$ cat src/rtl/ssi_pkg.sv
// ----------------------------------------------------------------------------
// ssi_pkg
// Shared widths, register indexes and constants for the stepper slot indexer.
// ----------------------------------------------------------------------------
package ssi_pkg;

   localparam int unsigned BUTTONS_W  = 3;
   localparam int unsigned COILS_W    = 4;
   localparam int unsigned SLOT_W     = 3;
   localparam int unsigned MODE_W     = 3;
   localparam int unsigned CSR_IDX_W  = 3;
   localparam int unsigned CSR_DATA_W = 16;

   localparam int unsigned TICK_W     = 8;
   localparam int unsigned STEP_W     = 10;
   localparam int unsigned DEB_W      = 4;
   localparam int unsigned HOMING_W   = 16;

   typedef enum logic [CSR_IDX_W-1:0] {
      CSR_STEP_TICKS     = 3'd0,
      CSR_STEPS_PER_SLOT = 3'd1,
      CSR_SLOT_COUNT     = 3'd2,
      CSR_DEBOUNCE_TICKS = 3'd3,
      CSR_HOMING_LIMIT   = 3'd4
   } csr_idx_type;

   localparam logic [TICK_W-1:0]   STEP_TICKS_RST     = 8'd10;
   localparam logic [STEP_W-1:0]   STEPS_PER_SLOT_RST = 10'd160;
   localparam logic [SLOT_W-1:0]   SLOT_COUNT_RST     = 3'd6;
   localparam logic [DEB_W-1:0]    DEBOUNCE_TICKS_RST = 4'd2;
   localparam logic [HOMING_W-1:0] HOMING_LIMIT_RST   = 16'd32766;

   localparam logic [COILS_W-1:0]   PATTERN_START = 4'b0011;
   localparam logic [STEP_W-1:0]    SLOT_FIRST_STEP = 10'd2;
   localparam logic [BUTTONS_W-1:0] BUTTONS_NONE = 3'b111;
   localparam logic [SLOT_W-1:0]    SLOT_FIRST = 3'd1;

endpackage

$ cat src/rtl/ssi_if.sv
// ----------------------------------------------------------------------------
// ssi_if
// Valid/ready channels of the stepper slot indexer: tick input, result
// output and register write port.
// ----------------------------------------------------------------------------
interface ssi_req_if;
   logic                           valid;
   logic                           ready;
   logic [ssi_pkg::BUTTONS_W-1:0]  buttons_n;
   logic                           home_n;

   modport source (output valid, output buttons_n, output home_n, input ready);
   modport sink   (input valid, input buttons_n, input home_n, output ready);
endinterface

interface ssi_rsp_if;
   logic                         valid;
   logic                         ready;
   logic [ssi_pkg::COILS_W-1:0]  coils;
   logic [ssi_pkg::SLOT_W-1:0]   position;
   logic [ssi_pkg::MODE_W-1:0]   mode;

   modport source (output valid, output coils, output position, output mode,
                   input ready);
   modport sink   (input valid, input coils, input position, input mode,
                   output ready);
endinterface

interface ssi_csr_if;
   logic                            valid;
   logic                            ready;
   logic [ssi_pkg::CSR_IDX_W-1:0]   index;
   logic [ssi_pkg::CSR_DATA_W-1:0]  data;

   modport source (output valid, output index, output data, input ready);
   modport sink   (input valid, input index, input data, output ready);
endinterface

$ cat src/rtl/stepper_slot_indexer_top.sv
// ----------------------------------------------------------------------------
// stepper_slot_indexer_top
// Homes a stepper, debounces slot buttons and indexes the motor slot by slot.
// ----------------------------------------------------------------------------
// Path: a tick taken from req_ch goes to the input register, then its result
//   goes to the result register, from which it leaves on rsp_ch.
// Throughput: one tick per cycle while rsp_ch is ready; the input register
//   refills while a result waits in the result register.
// Reset: synchronous; state returns to homing at slot 1 with coils 0011 and
//   the registers take their default values.
module stepper_slot_indexer_top (
   input  logic        clock,
   input  logic        reset,
   ssi_req_if.sink     req_ch,
   ssi_rsp_if.source   rsp_ch,
   ssi_csr_if.sink     csr_ch
);

   typedef enum logic [ssi_pkg::MODE_W-1:0] {
      MODE_HOMING   = 3'd0,
      MODE_IDLE     = 3'd1,
      MODE_PRESS    = 3'd2,
      MODE_WAIT_REL = 3'd3,
      MODE_RELEASE  = 3'd4,
      MODE_MOVING   = 3'd5
   } mode_type;

   // configuration
   logic [ssi_pkg::TICK_W-1:0]   step_ticks_ff;
   logic [ssi_pkg::STEP_W-1:0]   steps_per_slot_ff;
   logic [ssi_pkg::SLOT_W-1:0]   slot_count_ff;
   logic [ssi_pkg::DEB_W-1:0]    debounce_ticks_ff;
   logic [ssi_pkg::HOMING_W-1:0] homing_limit_ff;

   // input register
   logic                           s1_valid_ff;
   logic [ssi_pkg::BUTTONS_W-1:0]  s1_buttons_ff;
   logic                           s1_home_n_ff;
   logic                           s1_adv;

   // block state
   mode_type                       mode_ff, mode_in;
   logic [ssi_pkg::SLOT_W-1:0]     pos_ff, pos_in;
   logic [ssi_pkg::SLOT_W-1:0]     target_ff, target_in;
   logic [ssi_pkg::COILS_W-1:0]    pat_ff, pat_in;
   logic [ssi_pkg::STEP_W-1:0]     sis_ff, sis_in;
   logic [ssi_pkg::TICK_W-1:0]     tick_ff, tick_in;
   logic [ssi_pkg::HOMING_W-1:0]   hsteps_ff, hsteps_in;
   logic [ssi_pkg::SLOT_W-1:0]     code_ff, code_in;

   // result register
   logic                           out_valid_ff;
   logic [ssi_pkg::COILS_W-1:0]    out_coils_ff;
   logic [ssi_pkg::SLOT_W-1:0]     out_pos_ff;
   logic [ssi_pkg::MODE_W-1:0]     out_mode_ff;

   // step logic
   logic                           at_home;
   logic                           pressed;
   logic [ssi_pkg::TICK_W-1:0]     tick_inc;
   logic [ssi_pkg::TICK_W-1:0]     tick_adv;
   logic                           deb_done;
   logic [ssi_pkg::SLOT_W-1:0]     code_now;
   logic                           code_bad;
   logic                           slot_end;
   logic [ssi_pkg::SLOT_W:0]       pos_inc;
   logic [ssi_pkg::SLOT_W-1:0]     pos_next;
   logic [ssi_pkg::STEP_W-1:0]     sis_base;
   logic [ssi_pkg::COILS_W-1:0]    pat_base;

   assign s1_adv       = s1_valid_ff && (!out_valid_ff || rsp_ch.ready);
   assign req_ch.ready = !s1_valid_ff || !out_valid_ff || rsp_ch.ready;
   assign csr_ch.ready = 1'b1;

   assign rsp_ch.valid    = out_valid_ff;
   assign rsp_ch.coils    = out_coils_ff;
   assign rsp_ch.position = out_pos_ff;
   assign rsp_ch.mode     = out_mode_ff;

   assign at_home  = !s1_home_n_ff;
   assign pressed  = s1_buttons_ff != ssi_pkg::BUTTONS_NONE;
   assign tick_inc = tick_ff + 8'd1;
   assign tick_adv = (tick_inc >= step_ticks_ff) ? '0 : tick_inc;
   assign deb_done = tick_inc >= {4'd0, debounce_ticks_ff};
   assign code_now = ~s1_buttons_ff;
   assign code_bad = (code_ff == 3'd0) || (code_ff == 3'd7) ||
                     (code_ff > slot_count_ff) || (code_ff == pos_ff);

   assign slot_end = sis_ff >= steps_per_slot_ff;
   assign pos_inc  = {1'b0, pos_ff} + 4'd1;
   assign pos_next = (at_home || pos_inc > {1'b0, slot_count_ff}) ?
                     ssi_pkg::SLOT_FIRST : pos_inc[ssi_pkg::SLOT_W-1:0];
   assign sis_base = slot_end ? ssi_pkg::SLOT_FIRST_STEP : sis_ff;
   assign pat_base = slot_end ? ssi_pkg::PATTERN_START : pat_ff;

   always_comb begin
      mode_in   = mode_ff;
      pos_in    = pos_ff;
      target_in = target_ff;
      pat_in    = pat_ff;
      sis_in    = sis_ff;
      tick_in   = tick_ff;
      hsteps_in = hsteps_ff;
      code_in   = code_ff;
      unique case (mode_ff)
         MODE_HOMING: begin
            if (tick_ff == '0 && (at_home || hsteps_ff >= homing_limit_ff)) begin
               mode_in = MODE_IDLE;
            end else begin
               if (tick_ff == '0) begin
                  pat_in    = {pat_ff[2:0], pat_ff[3]};
                  hsteps_in = hsteps_ff + 16'd1;
               end
               tick_in = tick_adv;
            end
         end
         MODE_IDLE: begin
            if (pressed) begin
               mode_in = MODE_PRESS;
               tick_in = '0;
            end
         end
         MODE_PRESS: begin
            tick_in = tick_inc;
            if (deb_done) begin
               code_in = code_now;
               mode_in = MODE_WAIT_REL;
               tick_in = '0;
            end
         end
         MODE_WAIT_REL: begin
            if (!pressed) begin
               mode_in = MODE_RELEASE;
               tick_in = '0;
            end
         end
         MODE_RELEASE: begin
            tick_in = tick_inc;
            if (deb_done) begin
               tick_in = '0;
               if (code_bad) begin
                  mode_in = MODE_IDLE;
               end else begin
                  target_in = code_ff;
                  mode_in   = MODE_MOVING;
                  pat_in    = ssi_pkg::PATTERN_START;
                  sis_in    = ssi_pkg::SLOT_FIRST_STEP;
               end
            end
         end
         MODE_MOVING: begin
            if (tick_ff == '0 && slot_end && pos_next == target_ff) begin
               // target reached: stop with the timer frozen
               pos_in  = pos_next;
               mode_in = MODE_IDLE;
            end else begin
               if (tick_ff == '0) begin
                  if (slot_end) begin
                     pos_in = pos_next;
                  end
                  pat_in = pat_base;
                  sis_in = sis_base;
                  if (sis_base < steps_per_slot_ff) begin
                     pat_in = {pat_base[2:0], pat_base[3]};
                     sis_in = sis_base + 10'd1;
                  end
               end
               tick_in = tick_adv;
            end
         end
         default: begin
            mode_in = MODE_IDLE;
         end
      endcase
   end

   always_ff @(posedge clock) begin
      if (reset) begin
         step_ticks_ff     <= ssi_pkg::STEP_TICKS_RST;
         steps_per_slot_ff <= ssi_pkg::STEPS_PER_SLOT_RST;
         slot_count_ff     <= ssi_pkg::SLOT_COUNT_RST;
         debounce_ticks_ff <= ssi_pkg::DEBOUNCE_TICKS_RST;
         homing_limit_ff   <= ssi_pkg::HOMING_LIMIT_RST;
      end else if (csr_ch.valid) begin
         unique case (csr_ch.index)
            ssi_pkg::CSR_STEP_TICKS:     step_ticks_ff <= csr_ch.data[7:0];
            ssi_pkg::CSR_STEPS_PER_SLOT: steps_per_slot_ff <= csr_ch.data[9:0];
            ssi_pkg::CSR_SLOT_COUNT:     slot_count_ff <= csr_ch.data[2:0];
            ssi_pkg::CSR_DEBOUNCE_TICKS: debounce_ticks_ff <= csr_ch.data[3:0];
            ssi_pkg::CSR_HOMING_LIMIT:   homing_limit_ff <= csr_ch.data;
            default: begin
            end
         endcase
      end
   end

   always_ff @(posedge clock) begin
      if (reset) begin
         s1_valid_ff <= 1'b0;
      end else if (req_ch.ready) begin
         s1_valid_ff <= req_ch.valid;
      end
      if (req_ch.valid && req_ch.ready) begin
         s1_buttons_ff <= req_ch.buttons_n;
         s1_home_n_ff  <= req_ch.home_n;
      end
   end

   always_ff @(posedge clock) begin
      if (reset) begin
         mode_ff   <= MODE_HOMING;
         pos_ff    <= ssi_pkg::SLOT_FIRST;
         target_ff <= ssi_pkg::SLOT_FIRST;
         pat_ff    <= ssi_pkg::PATTERN_START;
         sis_ff    <= '0;
         tick_ff   <= '0;
         hsteps_ff <= '0;
         code_ff   <= '0;
      end else if (s1_adv) begin
         mode_ff   <= mode_in;
         pos_ff    <= pos_in;
         target_ff <= target_in;
         pat_ff    <= pat_in;
         sis_ff    <= sis_in;
         tick_ff   <= tick_in;
         hsteps_ff <= hsteps_in;
         code_ff   <= code_in;
      end
   end

   always_ff @(posedge clock) begin
      if (reset) begin
         out_valid_ff <= 1'b0;
      end else if (s1_adv) begin
         out_valid_ff <= 1'b1;
      end else if (rsp_ch.ready) begin
         out_valid_ff <= 1'b0;
      end
      if (s1_adv) begin
         out_coils_ff <= pat_in;
         out_pos_ff   <= pos_in;
         out_mode_ff  <= mode_in;
      end
   end

   a_two_coils: assert property (@(posedge clock) disable iff (reset)
      $countones(pat_ff) == 2)
      else $error("coil pattern lost its two-coil form");

   a_move_has_target: assert property (@(posedge clock) disable iff (reset)
      mode_ff == MODE_MOVING |-> target_ff != pos_ff)
      else $error("moving while already at target slot");

   a_homing_exit: assert property (@(posedge clock) disable iff (reset)
      s1_adv && mode_ff == MODE_HOMING && mode_in != MODE_HOMING |->
      mode_in == MODE_IDLE)
      else $error("homing left to a mode other than idle");

   a_accept_loads: assert property (@(posedge clock) disable iff (reset)
      req_ch.valid && req_ch.ready |=> s1_valid_ff)
      else $error("accepted tick did not reach the input register");

   a_result_position: assert property (@(posedge clock) disable iff (reset)
      out_valid_ff |-> out_pos_ff != 3'd0)
      else $error("result shows slot zero");

endmodule

$ cat src/flat_wrapper.sv
// flat-port wrapper written by rule: the top's interface ports become plain ports
module stepper_slot_indexer_top_flat 
  (clock, reset, req_ch_valid, req_ch_buttons_n, req_ch_home_n, req_ch_ready, rsp_ch_valid, rsp_ch_coils, rsp_ch_position, rsp_ch_mode, rsp_ch_ready, csr_ch_valid, csr_ch_index, csr_ch_data, csr_ch_ready);
  ssi_req_if req_ch_i ();
  ssi_rsp_if rsp_ch_i ();
  ssi_csr_if csr_ch_i ();
  input  logic clock;
  input  logic reset;
  input wire logic [$bits(req_ch_i.valid)-1:0] req_ch_valid;
  input wire logic [$bits(req_ch_i.buttons_n)-1:0] req_ch_buttons_n;
  input wire logic [$bits(req_ch_i.home_n)-1:0] req_ch_home_n;
  output wire logic [$bits(req_ch_i.ready)-1:0] req_ch_ready;
  output wire logic [$bits(rsp_ch_i.valid)-1:0] rsp_ch_valid;
  output wire logic [$bits(rsp_ch_i.coils)-1:0] rsp_ch_coils;
  output wire logic [$bits(rsp_ch_i.position)-1:0] rsp_ch_position;
  output wire logic [$bits(rsp_ch_i.mode)-1:0] rsp_ch_mode;
  input wire logic [$bits(rsp_ch_i.ready)-1:0] rsp_ch_ready;
  input wire logic [$bits(csr_ch_i.valid)-1:0] csr_ch_valid;
  input wire logic [$bits(csr_ch_i.index)-1:0] csr_ch_index;
  input wire logic [$bits(csr_ch_i.data)-1:0] csr_ch_data;
  output wire logic [$bits(csr_ch_i.ready)-1:0] csr_ch_ready;
  assign req_ch_i.valid = req_ch_valid;
  assign req_ch_i.buttons_n = req_ch_buttons_n;
  assign req_ch_i.home_n = req_ch_home_n;
  assign req_ch_ready = req_ch_i.ready;
  assign rsp_ch_valid = rsp_ch_i.valid;
  assign rsp_ch_coils = rsp_ch_i.coils;
  assign rsp_ch_position = rsp_ch_i.position;
  assign rsp_ch_mode = rsp_ch_i.mode;
  assign rsp_ch_i.ready = rsp_ch_ready;
  assign csr_ch_i.valid = csr_ch_valid;
  assign csr_ch_i.index = csr_ch_index;
  assign csr_ch_i.data = csr_ch_data;
  assign csr_ch_ready = csr_ch_i.ready;
  stepper_slot_indexer_top u_core (.clock(clock), .reset(reset), .req_ch(req_ch_i), .rsp_ch(rsp_ch_i), .csr_ch(csr_ch_i));
endmodule
$ cat config.mk
export PLATFORM = sky130hd
export DESIGN_NAME = stepper_slot_indexer_top_flat
export DESIGN_NICKNAME = d
export VERILOG_FILES = /design/src/rtl/ssi_pkg.sv /design/src/rtl/ssi_if.sv /design/src/rtl/stepper_slot_indexer_top.sv /design/src/flat_wrapper.sv
export SDC_FILE = /design/constraint.sdc
export NUM_CORES = 1
export LEC_CHECK = 0
export BUFFER_PORTS_ARGS = -buffer_cell sky130_fd_sc_hd__buf_2
export CAP_MARGIN = 15
export CELL_PAD_IN_SITES_DETAIL_PLACEMENT = 1
export CELL_PAD_IN_SITES_GLOBAL_PLACEMENT = 1
export CORE_UTILIZATION = 30
export CTS_CLUSTER_DIAMETER = 120
export DETAILED_ROUTE_END_ITERATION = 10
export PLACE_DENSITY = 0.58
export SLEW_MARGIN = 30
export SYNTH_ARGS = -nofsm -noshare
export SYNTH_HDL_FRONTEND = slang
export SYNTH_SLANG_ARGS = --single-unit
$ cat constraint.sdc
create_clock -name clock -period 5 [get_ports clock]
set_clock_uncertainty 0.15 [all_clocks]
set_input_delay 0.5 -clock clock [delete_from_list [all_inputs] [get_ports clock]]
set_output_delay 0.5 -clock clock [all_outputs]
set_load 0.02 [all_outputs]
---- Word level (Yosys, flattened, before mapping) ----
Cells that the tools add are included.
cells by class
  $add $sub $neg .......................... 4
  multipliers ............................. 0
  divide/modulo/power cells ............... 0
  $lt $le $gt $ge ......................... 7
  equality and inequality tests ........... 20
  shift operators ......................... 0
  muxes and demuxes ....................... 38
  bitwise logic cells ..................... 3
  reductions and logical operators ........ 34
operator list
  operator                                              count
  2-to-1 mux 10 bit                                     6
  2-to-1 mux 8 bit                                      6
  case mux 8 bit (5 select lines)                       1
  2-to-1 mux 3 bit                                      12
  2-to-1 mux 4 bit                                      8
  case mux 10 bit (2 select lines)                      1
  case mux 3 bit (6 select lines)                       1
  adder 16 x 1 -> 16 bit (second input constant)        1
  >= comparator 16 bit                                  1
  equality test 3 x 2 -> 1 bit (second input constant)  4
  equality test 3 bit (second input constant)           4
  case mux 4 bit (3 select lines)                       1
  AND reduction 6 bit                                   2
  adder 10 x 1 -> 10 bit (second input constant)        1
  >= comparator 10 bit                                  1
  < comparator 10 bit                                   1
  AND reduction 2 bit                                   5
  logical NOT 3 bit                                     3
  adder 8 x 1 -> 8 bit (second input constant)          1
  >= comparator 8 x 4 -> 1 bit                          1
  >= comparator 8 bit                                   1
  logical NOT 8 bit                                     1
  logical OR 1 bit                                      8
  inequality test 2 bit (second input constant)         4
  other kinds (17)                                      31
storage, ports and cells
  register bits after elaboration ......... 107
  bits in latches ......................... 0
  RAM bits ................................ 0
  ROM bits ................................ 0
  bits of input ports ..................... 28
  output and inout port bits .............. 13
  word-level logic and storage cells ...... 126
  memories kept ........................... 0

---- Longest topological paths before layout ----
Gate-level depths: netlist of the first run.
  depth after elaboration ................. 8
  gate-level depth with buffers ........... 15
  mapped depth without buffers ............ 14

---- Worst setup path after synthesis of the first run ----
OpenSTA, ideal clock, no wires.
  path kind ............................... register -> register
  start ................................... reg u_core.sis_ff[0] (netlist bit)
  end ..................................... reg u_core.out_coils_ff (netlist bit u_core.rsp_ch.coils[2]), data pin
  library setup time ...................... 0.256 ns
  data arrival time ....................... 3.710 ns
  required time ........................... 4.594 ns
  setup slack ............................. 0.883 ns
  cell stages (with the launch flop) ...... 16
  buffers on the path ..................... 1
  period minus slack after synthesis ...... 4.117 ns
  cell sequence ........................... dfxtp_1 inv_1 ha_1 nand2b_1 a211oi_1 o211a_1 clkbuf_1 and2_1 ha_1 a21oi_1 a21boi_0 o311a_1 or4_1 a2bb2oi_1 o22a_1 a22o_1
on the way
  word-level cells in the longest chain between the ends .. 7
  elaborated cells between the ends (all ways) .. 10
  those cells by class .................... 2 x order compare; 6 x mux; 2 x reduce/logical
ends and longest elaborated chain
  what                               line                             text
  start, declared                    stepper_slot_indexer_top.sv:46   logic [ssi_pkg::STEP_W-1:0] sis_ff, sis_in;
  start signal, assigned             stepper_slot_indexer_top.sv:224  sis_ff <= sis_in;
  >= comparator 10 bit               stepper_slot_indexer_top.sv:89   assign slot_end = sis_ff >= steps_per_slot_ff;
  2-to-1 mux 10 bit                  stepper_slot_indexer_top.sv:93   assign sis_base = slot_end ? ssi_pkg::SLOT_FIRST_STEP : sis_ff;
  < comparator 10 bit                stepper_slot_indexer_top.sv:163  if (sis_base < steps_per_slot_ff) begin
  2-to-1 mux 4 bit                   stepper_slot_indexer_top.sv:163
  2-to-1 mux 4 bit                   stepper_slot_indexer_top.sv:157  if (tick_ff == '0) begin
  2-to-1 mux 4 bit *                 stepper_slot_indexer_top.sv:152  if (tick_ff == '0 && slot_end && pos_next == target_ff) begin
  case mux 4 bit (3 select lines) *  stepper_slot_indexer_top.sv:105  unique case (mode_ff)
  via u_core.pat_in (one bit)        stepper_slot_indexer_top.sv:45   logic [ssi_pkg::COILS_W-1:0] pat_ff, pat_in;
  end signal, assigned               stepper_slot_indexer_top.sv:240  out_coils_ff <= pat_in;
  end, declared                      stepper_slot_indexer_top.sv:53   logic [ssi_pkg::COILS_W-1:0] out_coils_ff;
Mark *: on every way through the listed nets, which the timed path passes. The rest lies on a longest branch.
A chain may end at the register's enable or synchronous reset.

---- Worst setup path after layout of the first run ----
Ends and elaborated chain as after synthesis.

==> out/qor.csv, run 1 <==
stage,metric,value,unit
min_path,min_path_type,input port to flop,
timing,fin_crit,4.48,ns
drt,drt_iter0_markers,261,
grt,grt_start_max_net_pins,49,
outcome,run_status,"complete, no violations",
synthesis,ys_seq_area_frac,0.341,
timing,post-route-period-util,0.897,
grt,grt_pass1_wl,32900,µm
drt,wl_met1,10000,µm
grt,antenna_found_initial,0,
power,powerDensity,258,nW/µm²
synthesis,synth_area_leaders,"dfxtp_1, ha_1, nand2_1",
power,ir_drop,0.174,mV
power,p_leak,3.00,nW
clock_tree,clk_pin_slew,0.08,ns
drt,highest_layer,met4,
placed_design,dp_cells,1097,
placed_design,place_area,7140,µm²
floorplan,core_area,21800,µm²
timing,fmax,0.223,GHz
clock_tree,clock_path_buffers,2,
floorplan,core.rowCount,54,
clock_tree,htreeDepth,3,
synthesis,yosys.area.top_type,dfxtp_1,
drt,dr_wl_met3,589,µm
finish,n_antenna_cell,0,
drt,wl_met2,9400,µm
synthesis,synth-seq-cells,107,
timing,finalSetupTns,0,ns
synthesis,ys_types,81,
grt,grt_use_total,0.188,
worst_setup_path,cp_slowest_cell,or4_1,
floorplan,floorplan.die_area,22900,µm²
timing,slew_headroom,0.413,
clock_tree,post_cts_buffers,0,
worst_setup_path,worstPathRequired,4.96,ns
clock_tree,cts.sinks,107,
finish,area_growth,11.5,%
synthesis,synth.most_common_cell,nand2_1,
clock_tree,clock_latency,0.36,ns
synthesis,synthTopCellsByCount,"nand2_1, dfxtp_1, inv_1, ha_1, nor2_1",
synthesis,synth_cells,807,
synthesis,synth_enable_flop_cells,14,
drt,vias,6032,
timing,slew_viol_final,0,
placed_design,place_ws,0.517,ns
synthesis,avgSynthCellArea,8.30,µm²
timing,rsz0062_at_grt,false,
synthesis,synth_top_area_frac,0.278,
placed_design,dp_hpwl,15400,µm
worst_setup_path,critical_path_class,flop to flop,
synthesis,syn_area,6700,µm²
worst_setup_path,critical_path.endpoint_type,flop,
worst_setup_path,slowest_delay,0.58,ns
placed_design,gp_congestion,0.854,
finish,drive_above_1_share,0.110,
floorplan,start_util,0.307,
clock_tree,cts_tree,done,
clock_tree,clockRootBuffer,clkbuf_16,
worst_setup_path,arrival,4.45,ns
drt,via_per_inst,5.42,
worst_setup_path,startpoint_type,flop,
finish,layout.nets,914,
timing,setup_violations,0,
worst_setup_path,path_cells,inv_1 > ha_1 > nand2b_1 > a211oi_1 > o211a_1 > and2_1 > ha_1 > a21oi_1 > a21boi_0 > o311a_1 > or4_1 > a2bb2oi_1 > o22a_1 > a22o_1,
grt,grt_pass1_vias,5979,
placed_design,io_buffers,39,
clock_tree,holdBufCountCts,0,
power,power,1.93,mW
drt,wire_per_inst,18.2,µm
timing,whs,0.158,ns
timing,tightest_slew,0.880,ns
synthesis,synth-main-ff-cell,dfxtp_1,
drt,drc_errors,0,
timing,fin_ws,0.516,ns
clock_tree,cts_buffers,9,
worst_setup_path,crit_top_cell,ha_1,
finish,stdcell_count,1113,
floorplan,dieWidth,151,µm
synthesis,yosysWarnings,0,
finish,design_area,7460,µm²
drt,routed_wl,20300,µm
synthesis,asyncSetResetFlopFracSynth,0,
grt,gr-total-overflow,0,
floorplan,die_h,151,µm
worst_setup_path,cp_max_fo,15,
timing,hold_violations,0,
floorplan,io_pins,41,
drt,firstDrtPassIters,4,
run,drv_cap,0,
drt,ant_nets,0,
clock_tree,cts_resized,0,
finish,fin_util,0.342,
synthesis,syn_nets,893,
-- per-layer routing --
metal	track usage	up-vias
met5	0	-
met3	0.0328	20
met1	0.254	2966
li1	-	2979
met2	0.305	67
met4	0.0525	0
-- critical path: cells and delay by family (launching register included) --
kind            cells  cell delay (ns)
compound gates      8             2.13
simple gates        3             0.94
fa+ha+maj           2             0.56
flops               1             0.36
buf+inv             1             0.09
-- registers in the layout, indices dropped and copies added, names as in the netlist, 4 cells and up --
signal and count:
u_core.homing_limit_ff 16, u_core.hsteps_ff 16, u_core.sis_ff 10, u_core.steps_per_slot_ff 10
u_core.step_ticks_ff 8, u_core.tick_ff 8, u_core.debounce_ticks_ff 4, u_core.pat_ff 4
u_core.rsp_ch.coils 4
-- cell usage in the layout, fill, tap and decap left out, types with 27 or more instances in the layout --
master	count
inv_1	60
dfxtp_1	93
nand2_1	113
buf_2	39
ha_1	58
a21oi_1	42
nand3_1	27
o21ai_0	29
o211ai_1	31
nor2_1	55
-- logic make-up (layout without fill, tap and decap cells) --
group | after synthesis | after routing | share of synthesized area
other cells | 1 | 1 | 0.000560
mux | 15 | 15 | 0.0230
buf+inv | 97 | 123 | 0.0577
flops | 107 | 107 | 0.341
simple gates | 324 | 324 | 0.253
compound gates | 189 | 189 | 0.196
xor+xnor | 16 | 16 | 0.0209
fa+ha+maj | 58 | 58 | 0.108
-- path summary, 6_finish.rpt --
path | startpoint | to | slack, ns | cells past startpoint
setup / recovery | u_core.sis_ff[0]$_SDFFE_PP0P_ | u_core.rsp_ch.coils[2]$_DFFE_PP_ | 0.52 | 14
setup reg to reg | u_core.sis_ff[0]$_SDFFE_PP0P_ | u_core.rsp_ch.coils[2]$_DFFE_PP_ | 0.52 | 14
hold reg to reg | u_core.steps_per_slot_ff[4]$_SDFFE_PP0P_ | u_core.steps_per_slot_ff[4]$_SDFFE_PP0P_ | 0.31 | 2
hold / removal | req_ch_buttons_n[2] | u_core.s1_buttons_ff[2]$_DFFE_PP_ | 0.16 | 1
-- power by group --
| group | leakage (nW) | internal, mW | switching [mW] | total [mW] |
|---|---|---|---|---|
| Clock | 0.158 | 0.443 | 0.349 | 0.792 |
| Sequential | 0.884 | 0.895 | 0.0189 | 0.913 |
| Combinational | 1.96 | 0.0731 | 0.150 | 0.223 |
-- final cells by class --
class	instances	area, µm²
well taps	280	350
clock inverters	7	96.3
flip-flops and latches	107	2280
clock buffers	9	225
fillers	2649	14400
repair buffers	47	255
inverters	60	225
multi-input cells	603	4030
Note: power is estimated with default switching activity, not from simulation.
==> run 2: changes to the inputs <==
Settings changed: PLACE_DENSITY 0.58 to 0.53.
==> out/qor.csv, run 2 (synthesized netlist as in run 1, its figures left out) <==
stage,metric,value,unit
outcome,run_status,"complete, no violations",
grt,grt_use_total,0.194,
worst_setup_path,cp_max_fo,15,
min_path,holdPathEnd,u_core.s1_home_n_ff$_DFFE_PP_,
drt,via_per_inst,5.49,
clock_tree,clock_latency,0.36,ns
finish,n_antenna_cell,0,
drt,wire_per_inst,19.1,µm
timing,fin_crit,4.54,ns
floorplan,core.rowCount,54,
placed_design,io_buffers,39,
min_path,min_path_type,input port to flop,
clock_tree,post_cts_buffers,0,
min_path,worstHoldPathCells,1,
worst_setup_path,reg2reg_from,u_core.sis_ff[0]$_SDFFE_PP0P_,
drt,firstDrtPassIters,4,
clock_tree,clock_path_buffers,2,
timing,tightest_slew,0.898,ns
clock_tree,clk_pin_slew,0.08,ns
drt,drt_iter0_markers,197,
finish,final_common_cell,nand2_1,
timing,hold_violations,0,
grt,grt_pass1_wl,34000,µm
clock_tree,htreeDepth,3,
finish,stdcell_count,1112,
timing,post-route-period-util,0.907,
floorplan,die_h,151,µm
grt,grt_start_max_net_pins,50,
floorplan,dieWidth,151,µm
floorplan,floorplan.die_area,22900,µm²
finish,layout.nets,913,
finish,area_growth,11.3,%
timing,finalSetupTns,0,ns
timing,setup_violations,0,
drt,ant_nets,0,
timing,slew_headroom,0.395,
worst_setup_path,critical_path.endpoint_type,flop,
worst_setup_path,worstPathRequired,4.94,ns
worst_setup_path,r2r_cells,14,
timing,rsz0062_at_grt,false,
worst_setup_path,arrival,4.47,ns
drt,routed_wl,21200,µm
grt,grt_pass1_vias,6248,
clock_tree,clockRootBuffer,clkbuf_16,
finish,final_cell_mix,"nand2_1, dfxtp_1, inv_1",
grt,gr-total-overflow,0,
worst_setup_path,crit_family,compound AO/OA/AOI/OAI gates,
timing,fmax,0.220,GHz
floorplan,core_area,21800,µm²
clock_tree,cts_buffers,9,
worst_setup_path,cp_slowest_cell,o211a_1,
floorplan,io_pins,41,
placed_design,place_ws,0.372,ns
grt,antenna_found_initial,0,
clock_tree,cts.sinks,107,
worst_setup_path,r2r_end,u_core.rsp_ch.coils[0]$_DFFE_PP_,
drt,drc_errors,0,
floorplan,start_util,0.307,
clock_tree,cts_tree,done,
timing,slew_viol_final,0,
placed_design,dp_cells,1096,
worst_setup_path,critical_path_class,flop to flop,
timing,fin_ws,0.463,ns
finish,reg_top3,"u_core.homing_limit_ff x16, u_core.hsteps_ff x16",
run,drv_cap,0,
drt,vias,6101,
placed_design,dp_hpwl,16200,µm
power,powerDensity,257,nW/µm²
placed_design,gp_congestion,0.877,
worst_setup_path,startpoint_type,flop,
worst_setup_path,r2r_slack,0.46,ns
worst_setup_path,path_cells,inv_1 > ha_1 > nand2b_1 > a211oi_1 > o211a_1 > and2_1 > ha_1 > a21oi_1 > a21boi_0 > o311a_1 > or2_2 > a311o_1 > a2111oi_0 > a211oi_1,
power,power,1.91,mW
worst_setup_path,slowest_delay,0.50,ns
power,ir_drop,0.138,mV
min_path,worstHoldStart,req_ch_home_n,
finish,drive_above_1_share,0.109,
worst_setup_path,critPathBufInv,1,
power,p_leak,3.00,nW
[run 2: worst max-delay path by stage]
stage                                       start                          endpoint  slack [ns]  depth (start not counted)
CTS                 u_core.sis_ff[0]$_SDFFE_PP0P_  u_core.rsp_ch.coils[0]$_DFFE_PP_        0.35                         14
global placement    u_core.sis_ff[0]$_SDFFE_PP0P_  u_core.rsp_ch.coils[2]$_DFFE_PP_        0.68                         14
finish              u_core.sis_ff[0]$_SDFFE_PP0P_  u_core.rsp_ch.coils[0]$_DFFE_PP_        0.46                         14
detailed placement  u_core.sis_ff[0]$_SDFFE_PP0P_  u_core.rsp_ch.coils[0]$_DFFE_PP_        0.37                         14
floorplan           u_core.sis_ff[0]$_SDFFE_PP0P_  u_core.rsp_ch.coils[2]$_DFFE_PP_        0.88                         15
global route        u_core.sis_ff[0]$_SDFFE_PP0P_  u_core.rsp_ch.coils[0]$_DFFE_PP_        0.11                         14
[run 2: stage by stage]
stage | instance area [µm²] | utilization | hold slack [ns]
finish | 7460 | 0.342 | 0.161
global route | 7460 | 0.342 | 0.143
CTS | 7450 | 0.342 | 0.148
detailed placement | 7130 | 0.327 | 0.299
global placement | 7130 | 0.327 | 0.286
floorplan | 6700 | - | 0.273
[run 2: layout make-up]
type,count,area [µm²]
Clock inverter,4,52.6
Clock buffer,12,268
Timing Repair Buffer,46,248
Fill cell,2605,14400
Tap cell,280,350
Inverter,60,225
Multi-Input combinational cell,603,4030
Sequential cell,107,2280
[run 2: report_power, final]
| group | total, mW | leakage, nW | internal (mW) | switching, mW |
|---|---|---|---|---|
| registers | 0.915 | 0.884 | 0.895 | 0.0201 |
| clock network | 0.778 | 0.159 | 0.436 | 0.341 |
| logic | 0.222 | 1.96 | 0.0730 | 0.149 |
[run 2: routing by layer]
metal	share of wire	vias to the layer above	global-route usage
met5	0	-	0
met4	0.012	0	0.0570
met3	0.025	21	0.0289
met2	0.48	85	0.330
met1	0.49	3021	0.252
li1	-	2974	-
[run 2: repair_timing]
action,in CTS,in global routing
hold buffers,0,0
endpoints found under the hold margin,0,0
setup endpoints to repair,0,1
resized for setup,0,1
==> run 3: changes to the inputs <==
Settings changed: RECOVER_POWER set to 25.
==> out/qor.csv, run 3 (synthesized netlist as in run 1, its figures left out) <==
stage,metric,value,unit
finish,n_antenna_cell,0,
grt,grt_pass1_wl,34000,µm
clock_tree,cts_buffers,9,
floorplan,die_h,151,µm
grt,antenna_found_initial,0,
clock_tree,clock_latency,0.36,ns
clock_tree,clk_pin_slew,0.08,ns
timing,finalSetupTns,0,ns
finish,design_area,7440,µm²
power,p_leak,2.96,nW
power,ir_drop,0.138,mV
timing,fin_crit,4.54,ns
drt,wire_per_inst,19.1,µm
run,drv_cap,1,
worst_setup_path,worstPathRequired,4.94,ns
min_path,min_path_type,input port to flop,
placed_design,io_buffers,39,
min_path,holdPathEnd,u_core.s1_home_n_ff$_DFFE_PP_,
worst_setup_path,r2r_end,u_core.rsp_ch.coils[0]$_DFFE_PP_,
timing,slew_viol_final,50,
floorplan,floorplan.die_area,22900,µm²
placed_design,place_area,7130,µm²
timing,post-route-period-util,0.909,
outcome,violations,"capacitance limit, slew limit",
timing,setup_violations,0,
drt,vias,6088,
worst_setup_path,cp_slowest_cell,o211a_1,
finish,final_cell_mix,"nand2_1, dfxtp_1, inv_1",
drt,drt_iter0_markers,198,
drt,drc_errors,0,
worst_setup_path,critical_path_class,flop to flop,
worst_setup_path,critPathBufInv,1,
placed_design,gp_congestion,0.877,
floorplan,core_area,21800,µm²
finish,fill_cells,2609,
grt,grt_pass1_vias,6248,
floorplan,io_pins,41,
clock_tree,htreeDepth,3,
worst_setup_path,reg2reg_from,u_core.sis_ff[0]$_SDFFE_PP0P_,
grt,grt_use_total,0.194,
min_path,worstHoldPathCells,1,
finish,reg_top3,"u_core.homing_limit_ff x16, u_core.hsteps_ff x16",
timing,tightest_slew,2.46,ns
timing,hold_violations,0,
worst_setup_path,r2r_slack,0.46,ns
clock_tree,clock_path_buffers,2,
finish,area_growth,11.0,%
min_path,worstHoldStart,req_ch_home_n,
floorplan,start_util,0.307,
worst_setup_path,r2r_cells,14,
finish,final_common_cell,nand2_1,
finish,drive_above_1_share,0.0938,
worst_setup_path,path_cells,inv_1 > ha_1 > nand2b_1 > a211oi_1 > o211a_1 > and2_1 > ha_1 > a21oi_1 > a21boi_0 > o311a_1 > or2_2 > a311o_1 > a2111oi_0 > a211oi_1,
worst_setup_path,critical_path.endpoint_type,flop,
timing,slew_headroom,-0.640,
worst_setup_path,crit_family,compound AO/OA/AOI/OAI gates,
worst_setup_path,slowest_delay,0.50,ns
drt,via_per_inst,5.47,
worst_setup_path,startpoint_type,flop,
drt,ant_nets,0,
floorplan,dieWidth,151,µm
outcome,run_status,finished with violations,
timing,whs,0.161,ns
clock_tree,clockRootBuffer,clkbuf_16,
clock_tree,cts.sinks,107,
worst_setup_path,cp_max_fo,15,
power,powerDensity,257,nW/µm²
timing,rsz0062_at_grt,false,
clock_tree,holdBufCountCts,0,
worst_setup_path,arrival,4.48,ns
clock_tree,cts_tree,done,
grt,grt_start_max_net_pins,50,
placed_design,dp_hpwl,16200,µm
drt,firstDrtPassIters,4,
floorplan,core.rowCount,54,
grt,gr-total-overflow,0,
timing,fmax,0.220,GHz
finish,layout.nets,913,
drt,routed_wl,21200,µm
-- run 3: worst max path at each step --
stage / startpoint / end / slack (ns) / depth (start not counted)
floorplan: u_core.sis_ff[0]$_SDFFE_PP0P_ / u_core.rsp_ch.coils[2]$_DFFE_PP_ / 0.88 / 15
global placement: u_core.sis_ff[0]$_SDFFE_PP0P_ / u_core.rsp_ch.coils[2]$_DFFE_PP_ / 0.68 / 14
detailed placement: u_core.sis_ff[0]$_SDFFE_PP0P_ / u_core.rsp_ch.coils[0]$_DFFE_PP_ / 0.37 / 14
CTS: u_core.sis_ff[0]$_SDFFE_PP0P_ / u_core.rsp_ch.coils[0]$_DFFE_PP_ / 0.35 / 14
global route: u_core.sis_ff[0]$_SDFFE_PP0P_ / u_core.rsp_ch.coils[0]$_DFFE_PP_ / 0.11 / 14
finish: u_core.sis_ff[0]$_SDFFE_PP0P_ / u_core.rsp_ch.coils[0]$_DFFE_PP_ / 0.46 / 14
-- run 3: timing repair --
item                       4_1_cts  5_1_grt
resized for setup                0        1
setup endpoints to repair        0        1
setup buffers                    0        0
-- run 3: per-stage QoR --
step                      cells  setup slack [ns]  total power, mW   util
after floorplan             807             0.883             1.08      -
after global placement     1096             0.680             1.15  0.327
after detailed placement   1096             0.372             1.16  0.327
after CTS                  1112             0.351             1.95  0.342
after global routing       1112             0.107             2.00  0.341
final                      1112             0.457             1.91  0.341
-- run 3: area by class of cell --
class | instances | area [µm²] | area share
flip-flops and latches | 107 | 2280 | 0.307
well taps | 280 | 350 | 0.0471
repair buffers | 46 | 229 | 0.0308
inverters | 60 | 225 | 0.0303
multi-input cells | 603 | 4030 | 0.542
clock inverters | 4 | 52.6 | 0.00707
clock buffers | 12 | 268 | 0.0360
-- run 3: per-layer routing --
layer	track usage	part of all wire	vias up
met1	0.252	0.49	3012
met2	0.330	0.48	78
li1	-	-	2977
met3	0.0289	0.023	21
met4	0.0570	0.012	0
met5	0	0	-
-- run 3: worst reg2reg max path: stages, from the launching register on --
cell       delay (ns)
dfxtp_1          0.35
inv_1            0.09
ha_1             0.29
nand2b_1         0.14
a211oi_1         0.30
o211a_1          0.50
and2_1           0.22
ha_1             0.26
a21oi_1          0.15
a21boi_0         0.10
o311a_1          0.41
or2_2            0.33
a311o_1          0.39
a2111oi_0        0.48
a211oi_1         0.10
-- run 3: power breakdown --
group,switching [mW],internal (mW),total (mW)
clock network,0.342,0.436,0.778
registers,0.0201,0.895,0.915
logic,0.149,0.0715,0.221
total,0.511,1.40,1.91
